$ cat config.mk
export PLATFORM = sky130hd
export DESIGN_NAME = tccw_ctrl
export DESIGN_NICKNAME = d
export VERILOG_FILES = /design/src/tccw_pkg.sv /design/src/tccw_ctrl.sv
export SDC_FILE = /design/constraint.sdc
export NUM_CORES = 1
export LEC_CHECK = 0
export ABC_AREA = 1
export BUFFER_PORTS_ARGS = -buffer_cell sky130_fd_sc_hd__buf_2
export CORE_MARGIN = 3
export CORE_UTILIZATION = 50
export DETAILED_ROUTE_END_ITERATION = 6
export GPL_TIMING_DRIVEN = 0
export PLACE_DENSITY = 0.85
export SYNTH_ARGS = -nofsm -noshare
export SYNTH_HDL_FRONTEND = slang
export SYNTH_SLANG_ARGS = --single-unit
$ cat constraint.sdc
create_clock -name clk_i -period 13.55 [get_ports clk_i]
set_clock_uncertainty 0.2 [all_clocks]
set_input_delay 1.355 -clock clk_i [delete_from_list [all_inputs] [get_ports clk_i]]
set_output_delay 1.355 -clock clk_i [all_outputs]
set_load 0.01 [all_outputs]
$ cat src/tccw_pkg.sv
// Shared types and constants for the text console cell writer.
// Holds the item and result structs, the kind and state enums and the default geometry.
// No dependencies; every other source file imports this package.
package tccw_pkg;

  // Default screen geometry and tab width.
  localparam int unsigned DEF_COLUMNS  = 80;
  localparam int unsigned DEF_ROWS     = 25;
  localparam int unsigned DEF_TAB_STEP = 4;

  // Field widths of the stream items.
  localparam int unsigned KIND_W = 2;
  localparam int unsigned CHAR_W = 8;
  localparam int unsigned ATTR_W = 8;
  localparam int unsigned COL_W  = 7;
  localparam int unsigned ROW_W  = 5;
  localparam int unsigned LOC_W  = 11;
  localparam int unsigned CELL_W = 16;

  // Packed stream widths, padded to whole bytes.
  localparam int unsigned S_TDATA_W = 24;
  localparam int unsigned M_TDATA_W = 40;

  // Attribute after reset and the control characters of cooked mode.
  localparam logic [ATTR_W-1:0] ATTR_RESET   = 8'h07;
  localparam logic [CHAR_W-1:0] CHAR_NEWLINE = 8'h0A;
  localparam logic [CHAR_W-1:0] CHAR_TAB     = 8'h09;

  typedef enum logic [KIND_W-1:0] {
    KIND_PUT   = 2'd0,
    KIND_SET   = 2'd1,
    KIND_CLEAR = 2'd2,
    KIND_READ  = 2'd3
  } kind_e;

  typedef enum logic [1:0] {
    ST_IDLE,
    ST_SWEEP,
    ST_READ
  } state_e;

  typedef struct packed {
    kind_e             kind;
    logic [CHAR_W-1:0] char_code;
    logic              raw_mode;
    logic [COL_W-1:0]  column;
    logic [ROW_W-1:0]  row;
  } item_t;

  typedef struct packed {
    logic [LOC_W-1:0]  cursor_location;
    logic [COL_W-1:0]  cursor_column;
    logic [ROW_W-1:0]  cursor_row;
    logic [CELL_W-1:0] read_data;
    logic              position_error;
  } result_t;

endpackage

$ cat src/tccw_ctrl.sv
// Console sequencer: cursor, row mapping, row-blank tracking and the result register.
// Drives the screen store ports and fills a blank row as its first character lands.
// Depends on tccw_pkg for the item, result, kind and state types.
module tccw_ctrl import tccw_pkg::*; #(
  parameter  int unsigned COLUMNS  = DEF_COLUMNS,
  parameter  int unsigned ROWS     = DEF_ROWS,
  parameter  int unsigned TAB_STEP = DEF_TAB_STEP,
  localparam int unsigned CIW      = $clog2(COLUMNS),
  localparam int unsigned RIW      = $clog2(ROWS),
  localparam int unsigned ADDR_W   = RIW + CIW
) (
  input  logic              clk_i,
  input  logic              rst_ni,
  input  logic [ATTR_W-1:0] attr_i,
  input  logic              in_valid_i,
  output logic              in_ready_o,
  input  item_t             item_i,
  output logic              out_valid_o,
  input  logic              out_ready_i,
  output result_t           result_o,
  output logic              mem_we_o,
  output logic [ADDR_W-1:0] mem_waddr_o,
  output logic [CELL_W-1:0] mem_wdata_o,
  output logic              mem_re_o,
  output logic [ADDR_W-1:0] mem_raddr_o,
  input  logic [CELL_W-1:0] mem_rdata_i
);

  localparam int unsigned      LocFullW = COL_W + ROW_W;
  localparam logic [RIW:0]     RowsExt  = (RIW+1)'(ROWS);
  localparam logic [RIW-1:0]   BaseLast = RIW'(ROWS - 1);
  localparam logic [CIW-1:0]   ColLast  = CIW'(COLUMNS - 1);
  localparam logic [COL_W:0]   ColLimit = (COL_W+1)'(COLUMNS);
  localparam logic [ROW_W:0]   RowLimit = (ROW_W+1)'(ROWS);
  localparam logic [ROW_W:0]   RowLast  = (ROW_W+1)'(ROWS - 1);
  localparam logic [COL_W:0]   TabExt   = (COL_W+1)'(TAB_STEP);

  // Logical row to physical row under the scroll offset.
  function automatic logic [RIW-1:0] to_phys(input logic [RIW-1:0] lrow,
                                             input logic [RIW-1:0] base);
    logic [RIW:0] sum;
    sum = {1'b0, lrow} + {1'b0, base};
    if (sum >= RowsExt) begin
      sum = sum - RowsExt;
    end
    return sum[RIW-1:0];
  endfunction

  state_e            state_q, state_d;
  logic [COL_W-1:0]  cx_q, cx_d;
  logic [ROW_W-1:0]  cy_q, cy_d;
  logic [RIW-1:0]    base_q, base_d;
  logic [ROWS-1:0]   row_valid_q, row_valid_d;
  logic [CIW-1:0]    sweep_q, sweep_d;
  logic [RIW-1:0]    sw_row_q, sw_row_d;
  logic [CIW-1:0]    sw_col_q, sw_col_d;
  logic [CELL_W-1:0] sw_cell_q, sw_cell_d;
  logic              out_valid_q, out_valid_d;
  result_t           res_q, res_d;

  logic              accept;
  logic              on_screen;
  logic [RIW-1:0]    cur_phys;
  logic [RIW-1:0]    item_phys;
  logic              is_newline;
  logic              is_tab;
  logic              is_glyph;
  logic [COL_W:0]    x_adv;
  logic              line_brk;
  logic              last_row;
  logic [RIW-1:0]    base_next;
  logic              need_sweep;
  logic              read_hit;
  logic              sweep_last;
  logic              load_res;
  logic              err_now;
  logic [LocFullW-1:0] loc_full;

  assign in_ready_o = (state_q == ST_IDLE) && (!out_valid_q || out_ready_i);
  assign accept     = in_valid_i && in_ready_o;

  // Item decode against the current cursor and scroll offset.
  always_comb begin
    on_screen  = ({1'b0, item_i.column} < ColLimit) && ({1'b0, item_i.row} < RowLimit);
    cur_phys   = to_phys(cy_q[RIW-1:0], base_q);
    item_phys  = to_phys(item_i.row[RIW-1:0], base_q);
    is_newline = (item_i.char_code == CHAR_NEWLINE) && !item_i.raw_mode;
    is_tab     = (item_i.char_code == CHAR_TAB) && !item_i.raw_mode;
    is_glyph   = !is_newline && !is_tab;
    x_adv      = is_tab ? ({1'b0, cx_q} + TabExt) : ({1'b0, cx_q} + (COL_W+1)'(1));
    line_brk   = is_newline || (x_adv >= ColLimit);
    last_row   = ({1'b0, cy_q} == RowLast);
    base_next  = (base_q == BaseLast) ? '0 : base_q + RIW'(1);
    need_sweep = (item_i.kind == KIND_PUT) && is_glyph && !row_valid_q[cur_phys];
    read_hit   = (item_i.kind == KIND_READ) && on_screen && row_valid_q[item_phys];
    sweep_last = (sweep_q == ColLast);
  end

  // Next state.
  always_comb begin
    state_d = state_q;
    unique case (state_q)
      ST_IDLE: begin
        if (accept && need_sweep) begin
          state_d = ST_SWEEP;
        end else if (accept && read_hit) begin
          state_d = ST_READ;
        end
      end
      ST_SWEEP: begin
        if (sweep_last) begin
          state_d = ST_IDLE;
        end
      end
      ST_READ: begin
        state_d = ST_IDLE;
      end
      default: begin
        state_d = ST_IDLE;
      end
    endcase
  end

  // State outputs: store accesses and the result load strobe.
  always_comb begin
    mem_we_o    = 1'b0;
    mem_waddr_o = {cur_phys, cx_q[CIW-1:0]};
    mem_wdata_o = {attr_i, item_i.char_code};
    mem_re_o    = 1'b0;
    mem_raddr_o = {item_phys, item_i.column[CIW-1:0]};
    load_res    = 1'b0;
    unique case (state_q)
      ST_IDLE: begin
        mem_we_o = accept && (item_i.kind == KIND_PUT) && is_glyph && !need_sweep;
        mem_re_o = accept && read_hit;
        load_res = accept && !need_sweep && !read_hit;
      end
      ST_SWEEP: begin
        // Blank the row, dropping the pending character in at its column.
        mem_we_o    = 1'b1;
        mem_waddr_o = {sw_row_q, sweep_q};
        mem_wdata_o = (sweep_q == sw_col_q) ? sw_cell_q : '0;
        load_res    = sweep_last;
      end
      ST_READ: begin
        load_res = 1'b1;
      end
      default: begin
        load_res = 1'b0;
      end
    endcase
  end

  // Cursor, scroll offset, row-blank flags and fill bookkeeping.
  always_comb begin
    cx_d        = cx_q;
    cy_d        = cy_q;
    base_d      = base_q;
    row_valid_d = row_valid_q;
    sweep_d     = (state_q == ST_SWEEP) ? sweep_q + CIW'(1) : '0;
    sw_row_d    = sw_row_q;
    sw_col_d    = sw_col_q;
    sw_cell_d   = sw_cell_q;
    err_now     = 1'b0;
    if (accept) begin
      unique case (item_i.kind)
        KIND_PUT: begin
          sw_row_d  = cur_phys;
          sw_col_d  = cx_q[CIW-1:0];
          sw_cell_d = {attr_i, item_i.char_code};
          if (line_brk) begin
            cx_d = '0;
            if (last_row) begin
              // Scroll: the old top row becomes the new, blank bottom row.
              base_d              = base_next;
              row_valid_d[base_q] = 1'b0;
            end else begin
              cy_d = cy_q + ROW_W'(1);
            end
          end else begin
            cx_d = x_adv[COL_W-1:0];
          end
        end
        KIND_SET: begin
          if (on_screen) begin
            cx_d = item_i.column;
            cy_d = item_i.row;
          end else begin
            err_now = 1'b1;
          end
        end
        KIND_CLEAR: begin
          cx_d        = '0;
          cy_d        = '0;
          row_valid_d = '0;
        end
        KIND_READ: begin
          err_now = !on_screen;
        end
        default: begin
          err_now = 1'b0;
        end
      endcase
    end
    if ((state_q == ST_SWEEP) && sweep_last) begin
      row_valid_d[sw_row_q] = 1'b1;
    end
  end

  // Result assembly from the cursor as it stands after the item.
  always_comb begin
    loc_full              = LocFullW'(cy_d) * LocFullW'(COLUMNS) + LocFullW'(cx_d);
    res_d.cursor_location = loc_full[LOC_W-1:0];
    res_d.cursor_column   = cx_d;
    res_d.cursor_row      = cy_d;
    res_d.read_data       = (state_q == ST_READ) ? mem_rdata_i : '0;
    res_d.position_error  = err_now;
    if (load_res) begin
      out_valid_d = 1'b1;
    end else if (out_ready_i) begin
      out_valid_d = 1'b0;
    end else begin
      out_valid_d = out_valid_q;
    end
  end

  // Control registers.
  always_ff @(posedge clk_i or negedge rst_ni) begin
    if (!rst_ni) begin
      state_q     <= ST_IDLE;
      cx_q        <= '0;
      cy_q        <= '0;
      base_q      <= '0;
      row_valid_q <= '0;
      sweep_q     <= '0;
      out_valid_q <= 1'b0;
    end else begin
      state_q     <= state_d;
      cx_q        <= cx_d;
      cy_q        <= cy_d;
      base_q      <= base_d;
      row_valid_q <= row_valid_d;
      sweep_q     <= sweep_d;
      out_valid_q <= out_valid_d;
    end
  end

  // Payload registers.
  always_ff @(posedge clk_i) begin
    sw_row_q  <= sw_row_d;
    sw_col_q  <= sw_col_d;
    sw_cell_q <= sw_cell_d;
    if (load_res) begin
      res_q <= res_d;
    end
  end

  assign out_valid_o = out_valid_q;
  assign result_o    = res_q;

  // The cursor always lies on the screen.
  a_cursor_on_screen: assert property (@(posedge clk_i) disable iff (!rst_ni)
    ({1'b0, cx_q} < ColLimit) && ({1'b0, cy_q} < RowLimit))
    else $error("cursor left the screen");

  // A read and a write never share a cycle on the store.
  a_one_access: assert property (@(posedge clk_i) disable iff (!rst_ni)
    !(mem_we_o && mem_re_o))
    else $error("store read and write in the same cycle");

  // A read request is followed by the data cycle with the result slot free.
  a_read_slot: assert property (@(posedge clk_i) disable iff (!rst_ni)
    mem_re_o |=> (state_q == ST_READ) && !out_valid_q)
    else $error("read data landed on an occupied result slot");

  // A row fill ends by marking its row as written.
  a_fill_marks_row: assert property (@(posedge clk_i) disable iff (!rst_ni)
    ((state_q == ST_SWEEP) && sweep_last) |=> row_valid_q[$past(sw_row_q)])
    else $error("filled row not marked as written");

endmodule

# After elaboration in Yosys (flattened, before gate mapping)
# Index checks and enable logic that the tools add are counted.
[totals] in_bits=51 register_bits=120 out_inout_bits=84 word_cells=130
[op_classes] bitwise=3 n_eq_ne=13 mux=41 mul=1 n_addsub=10 reduce_logical=36 n_lt_le_gt_ge=11
[ops] op="two-way mux 25 bit" count=4
[ops] op="one-hot mux 25 bit (2 select lines)" count=1
[ops] op="two-way mux 5 bit" count=7
[ops] op="two-way mux 16 bit" count=2
[ops] op="two-way mux 7 bit" count=4
[ops] op="AND 25 bit" count=1
[ops] op="NOT 25 bit" count=1
[ops] op="OR 25 bit" count=1
[ops] op="< comparator 5 x 6 -> 1 bit (second input constant)" count=4
[ops] op="one-hot mux 7 bit (3 select lines)" count=1
[ops] op="logical AND 1 bit" count=20
[ops] op="equality test 8 x 4 -> 1 bit (second input constant)" count=2
[ops] op="one-hot mux 5 bit (3 select lines)" count=1
[ops] op="adder 5 x 5 -> 6 bit" count=2
[ops] op="greater-or-equal comparator 6 x 5 -> 1 bit (second input constant)" count=2
[ops] op="two-way mux 12 bit" count=1
[ops] op="adder 11 x 7 -> 11 bit" count=1
[ops] op="adder 5 x 1 -> 5 bit (second input constant)" count=2
[ops] op="binary-select mux 1 bit (select 5 bit)" count=2
[ops] op="demux 1 bit (select 5 bit)" count=2
[ops] op="equality test 5 bit (second input constant)" count=2
[ops] op="greater-or-equal comparator 5 x 1 -> 1 bit (second input constant)" count=2
[ops] op="subtractor 5 bit (second input constant)" count=2
[ops] op="adder 7 x 1 -> 8 bit (second input constant)" count=1
[ops] op="24 further kinds" count=47

# Depth between registers and ports, before layout
[logic_depth] ltp_word=12 mapped_depth=26 depth_no_buf=25

# Worst setup path after synthesis
# No wires, ideal clock.
[synth_timing] path_kind="in2reg" startpoint="in out_ready_i" endpoint="reg res_q, in the netlist result_o[39], data pin" path_stages=14 setup_slack_ns=7.879 required_ns=13.098 arrival_time_ns=5.219 n_path_buf=0 setup_ns=0.252 path_cell_list="inv_1 -> nand2_1 -> nor3b_1 -> nand2_1 -> nor2_1 -> nand3_1 -> o21bai_1 -> ha_1 -> fa_1 -> xnor2_1 -> nor2_1 -> xnor2_1 -> nand3b_1 -> nand2_1"
[synth_between] elab_chain_cells=6 elab_cells_between_ends=7 cone_classes="add/sub (1); mul (1); mux (2); reduce/logical (3)"
[synth_lines] element="start, declared" line="tccw_ctrl.sv:19" source="input logic out_ready_i,"
[synth_lines] element="logical OR 1 bit" line="tccw_ctrl.sv:79" source="assign in_ready_o = (state_q == ST_IDLE) && (!out_valid_q || out_ready_i);"
[synth_lines] element="logical AND 1 bit" line="tccw_ctrl.sv:79"
[synth_lines] element="via in_ready_o" line="tccw_ctrl.sv:16" source="output logic in_ready_o,"
[synth_lines] element="logical AND 1 bit" line="tccw_ctrl.sv:80" source="assign accept = in_valid_i && in_ready_o;"
[synth_lines] element="two-way mux 5 bit" line="tccw_ctrl.sv:165" source="if (accept) begin"
[synth_lines] element="via cy_d[2]" line="tccw_ctrl.sv:51" source="logic [ROW_W-1:0] cy_q, cy_d;"
[synth_lines] element="multiplier 5 x 3 -> 7 bit" line="tccw_ctrl.sv:212" source="loc_full = LocFullW'(cy_d) * LocFullW'(COLUMNS) + LocFullW'(cx_d);"
[synth_lines] element="adder 11 x 7 -> 11 bit" line="tccw_ctrl.sv:212"
[synth_lines] element="via loc_full[10]" line="tccw_ctrl.sv:77" source="logic [LocFullW-1:0] loc_full;"
[synth_lines] element="end signal, assigned" line="tccw_ctrl.sv:254" source="res_q <= res_d;"
[synth_lines] element="end, declared" line="tccw_ctrl.sv:59" source="result_t res_q, res_d;"
# The timed path passes the listed nets, and every way through them passes these cells.
# A chain may end at the register's enable or synchronous reset.

# Worst setup path in the final report
[layout_timing] startpoint="in item_i[0] in the netlist's numbering" endpoint="out mem_re_o"
[layout_between] elab_chain_cells=8 elab_cells_between_ends=12 cone_classes="add/sub (2); order compare (2); mux (4); reduce/logical (4)"
[layout_lines] element="start, declared" line="tccw_ctrl.sv:17" source="input item_t item_i,"
[layout_lines] element="adder 5 x 5 -> 6 bit" line="tccw_ctrl.sv:42" source="sum = {1'b0, lrow} + {1'b0, base};"
[layout_lines] element="subtractor 5 bit / greater-or-equal comparator 6 x 5 -> 1 bit (equally long branches)" line="tccw_ctrl.sv:44, tccw_ctrl.sv:43"
[layout_lines] element="two-way mux 5 bit" line="tccw_ctrl.sv:43" source="if (sum >= RowsExt) begin"
[layout_lines] element="binary-select mux 1 bit (select 5 bit)" line="tccw_ctrl.sv:95" source="read_hit = (item_i.kind == KIND_READ) && on_screen && row_valid_q[item_phys];"
[layout_lines] element="two-way mux 1 bit (implied by the code)" line="tccw_ctrl.sv:95"
[layout_lines] element="logical AND 1 bit (*)" line="tccw_ctrl.sv:95"
[layout_lines] element="logical AND 1 bit (*)" line="tccw_ctrl.sv:135" source="mem_re_o = accept && read_hit;"
[layout_lines] element="two-way mux 1 bit (*)" line="tccw_ctrl.sv:132" source="unique case (state_q)"
[layout_lines] element="end, declared" line="tccw_ctrl.sv:24" source="output logic mem_re_o,"
# Mark *: on every way between the ends. The rest lies on a longest branch, timed or not. The select of a mux whose other input is x is not followed.

==> flow_metrics.py <==
metrics = {
    "run_status": {
        "status": "complete, no violations",
    },
    "placed_design": {
        "dp_hpwl_mm": 15.6,
        "routabilityCongestion": 0.957,
        "dp_slack_ns": 7.79,
        "io_buffers": 133,
    },
    "critical_path": {
        "r2r_cells": 16,
        "worstPathMaxFanout": 10,
        "crit_slowest_cell": "fa_1",
        "crit_path_end_kind": "primary output",
        "critPathLaunch": "item_i[0]",
        "critPathLaunchType": "input port",
        "r2r_start": "out_valid_o",
        "crit_arrival_ns": 4.19,
        "crit_chain": "buf_2 > ha_1 > inv_1 > fa_1 > ha_1 > nand3b_2 > nand3_4 > nand2_8 > nand2_4 > nand2_4 > buf_6 > nor3_1 > a21oi_1 > a21oi_1 > nand2_2 > nor2_1 > buf_2",
        "path_class": "input port to primary output",
        "cp.required_ns": 11.99,
        "slowest_delay_ns": 0.63,
    },
    "timing": {
        "fmax_mhz": 174,
        "setup_violations": 0,
        "maxSlewViolCount": 0,
        "rsz0062_at_grt": "false",
        "worst-slew-pin-transition_ns": 1.23,
        "setup_tns_ns": 0,
        "layout_setup_ws_ns": 7.80,
        "hold_viol_final": 0,
        "fin_crit_ns": 5.75,
        "slew_headroom_pct": 17.8,
        "period_share_pct": 42.4,
    },
    "grt": {
        "grtUsageTotal_pct": 26.3,
        "grt_pass1_vias": 6841,
        "antenna_found_initial": 0,
        "grt_max_degree": 53,
        "grt_pass1_wl_mm": 33.9,
        "grt_overflow": 0,
    },
    "clocking": {
        "hold_buffers": 0,
        "clk_latency_ns": 0.42,
        "cts_tree": "done",
        "h-tree-depth": 4,
        "clk_pin_slew_worst_paths_ns": 0.06,
        "clockRootBuffer": "clkbuf_16",
        "postCtsSetupBuffers": 0,
        "numClockSinks": 116,
        "numCtsBuffers": 17,
        "cts-resized-gates": 0,
        "clk_path_buf_depth": 2,
    },
    "yosys": {
        "mappedNetlistArea_mm2": 0.00737,
        "seq_area_frac_synth_pct": 43.7,
        "synth_top_area_share_pct": 26.1,
        "synth_ff_type": "edfxtp_1",
        "yosysMostFrequentCell": "nand2_1",
        "yosys.area.top_type": "edfxtp_1",
        "synth-seq-cells": 116,
        "synth_edf_count": 64,
        "ys_top_cells_by_area": "edfxtp_1, dfrtp_1, nand2_1, nand3_1, inv_1",
        "synth-async-reset-ratio_pct": 44.8,
        "syn_nets": 982,
        "synthTopCellsByCount": "nand2_1, inv_1, nand3_1, o21ai_0, nor2_1",
        "synth.avg_cell_area_um2": 8.24,
        "synthCells": 895,
        "yosys_warnings": 0,
        "synth_cell_types": 49,
    },
    "layout": {
        "syn_to_final_growth_pct": 20.6,
        "num_antenna_cells": 0,
        "final_layout_size_suffix_gt1_share_pct": 20.8,
        "n_fill_cell": 1155,
        "utilization_pct": 62.9,
        "fin_nets": 1136,
    },
    "route": {
        "vias": 6997,
        "via_per_inst": 5.63,
        "totalWireLength_mm": 21.1,
        "dr.max_layer_used": "met4",
        "firstDrtPassIters": 5,
        "drc": 0,
        "initialDrtViolationCount": 890,
        "wl_met2_mm": 10.1,
        "wire_per_inst_um": 17.0,
        "drt-met1-wl_mm": 8.42,
        "dr_wl_met3_mm": 1.69,
        "ant_nets": 0,
    },
    "pwr": {
        "total_leakage_power_nw": 4.26,
        "peakVddDrop_mv": 0.171,
        "p_per_area_mw_per_mm2": 249,
        "p_total_mw": 2.22,
    },
    "floorplanning": {
        "die_area_mm2": 0.0162,
        "core-area_mm2": 0.0141,
        "row_count": 43,
        "initial_core_util_pct": 52.1,
        "ioPinCount": 135,
        "fp.dieH_um": 127,
        "die_w_um": 127,
    },
    "worst_hold_path": {
        "whs_path_depth": 2,
        "hold_class": "flop to flop",
        "min-delay-start": "row_valid_q[24]",
    },
    "job": {
        "cap_violations": 0,
    },
}
==> per-stage QoR <==
step / std cells / hold slack, ns / area [µm²]
after global placement: 1208 / 0.273 / 8270
after detailed placement: 1210 / 0.283 / 8310
after CTS: 1242 / 0.297 / 8890
after floorplan: 895 / 0.253 / 7370
final: 1242 / 0.298 / 8890
after global routing: 1242 / 0.315 / 8890
==> placed cells by master, fill, tap and decap left out, drive strengths merged, types with 5 or more instances in the layout <==
master / instances
nand2: 184
buf: 153
inv: 134
nand3: 101
o21ai: 95
nor2: 69
edfxtp: 64
dfrtp: 52
clkbuf: 33
ha: 32
a31oi: 29
a21oi: 23
xor2: 23
nand4: 10
nor3: 9
clkinvlp: 6
xnor2: 5
==> per-layer routing <==
| metal | vias up | GRT usage, % |
|---|---|---|
| li1 | 3321 | - |
| met1 | 3261 | 33.5 |
| met2 | 349 | 42.4 |
| met3 | 66 | 5.77 |
| met4 | 0 | 13.2 |
| met5 | - | 0 |
==> kinds of logic after synthesis <==
kind of cell / Yosys count / synth area share [%]
compound gates: 166 / 12.9
fa+ha+maj: 36 / 6.52
xor+xnor: 28 / 3.83
buf+inv: 164 / 9.20
simple gates: 385 / 23.8
flops: 116 / 43.7
==> sequential cells by signal (all words and copies together) (netlist names) <==
register / cells
base_q: 5
cx_q: 7
cy_q: 5
out_valid_o: 1
result_o: 36
row_valid_q: 25
state_q: 2
sw_cell_q: 16
sw_col_q: 7
sw_row_q: 5
sweep_q: 7
==> worst max-delay path: cells and delay by family <==
| family | cells | cell delay [ns] |
|---|---|---|
| buf+inv | 4 | 0.51 |
| compound gates | 2 | 0.27 |
| simple gates | 8 | 0.95 |
| fa+ha+maj | 3 | 1.10 |
==> path summary, 6_finish.rpt <==
kind	end	slack, ns
min	row_valid_q[24]	0.30
max reg2reg	result_o[39]	8.98
max in group asynchronous	base_q[2]	11.39
min in group asynchronous	sweep_q[3]	1.00
min reg2reg	row_valid_q[24]	0.30
max	mem_re_o	7.80
==> power by group <==
| group | leakage, nW | switching [mW] | internal, mW |
|---|---|---|---|
| Sequential | 1.17 | 0.0829 | 0.513 |
| Clock | 0.266 | 0.174 | 0.272 |
| Combinational | 2.83 | 0.765 | 0.408 |
==> final cells by class <==
type	instances	area [µm²]	area share, %
inverter	131	492	5.53
clock inverter	14	154	1.73
tap	180	225	2.53
clock buffer	18	429	4.83
sequential	116	3220	36.2
timing repair buffer	135	708	7.96
buffer	33	186	2.10
multi-input combinational	615	3480	39.1
(Power assumes the default switching activity.)
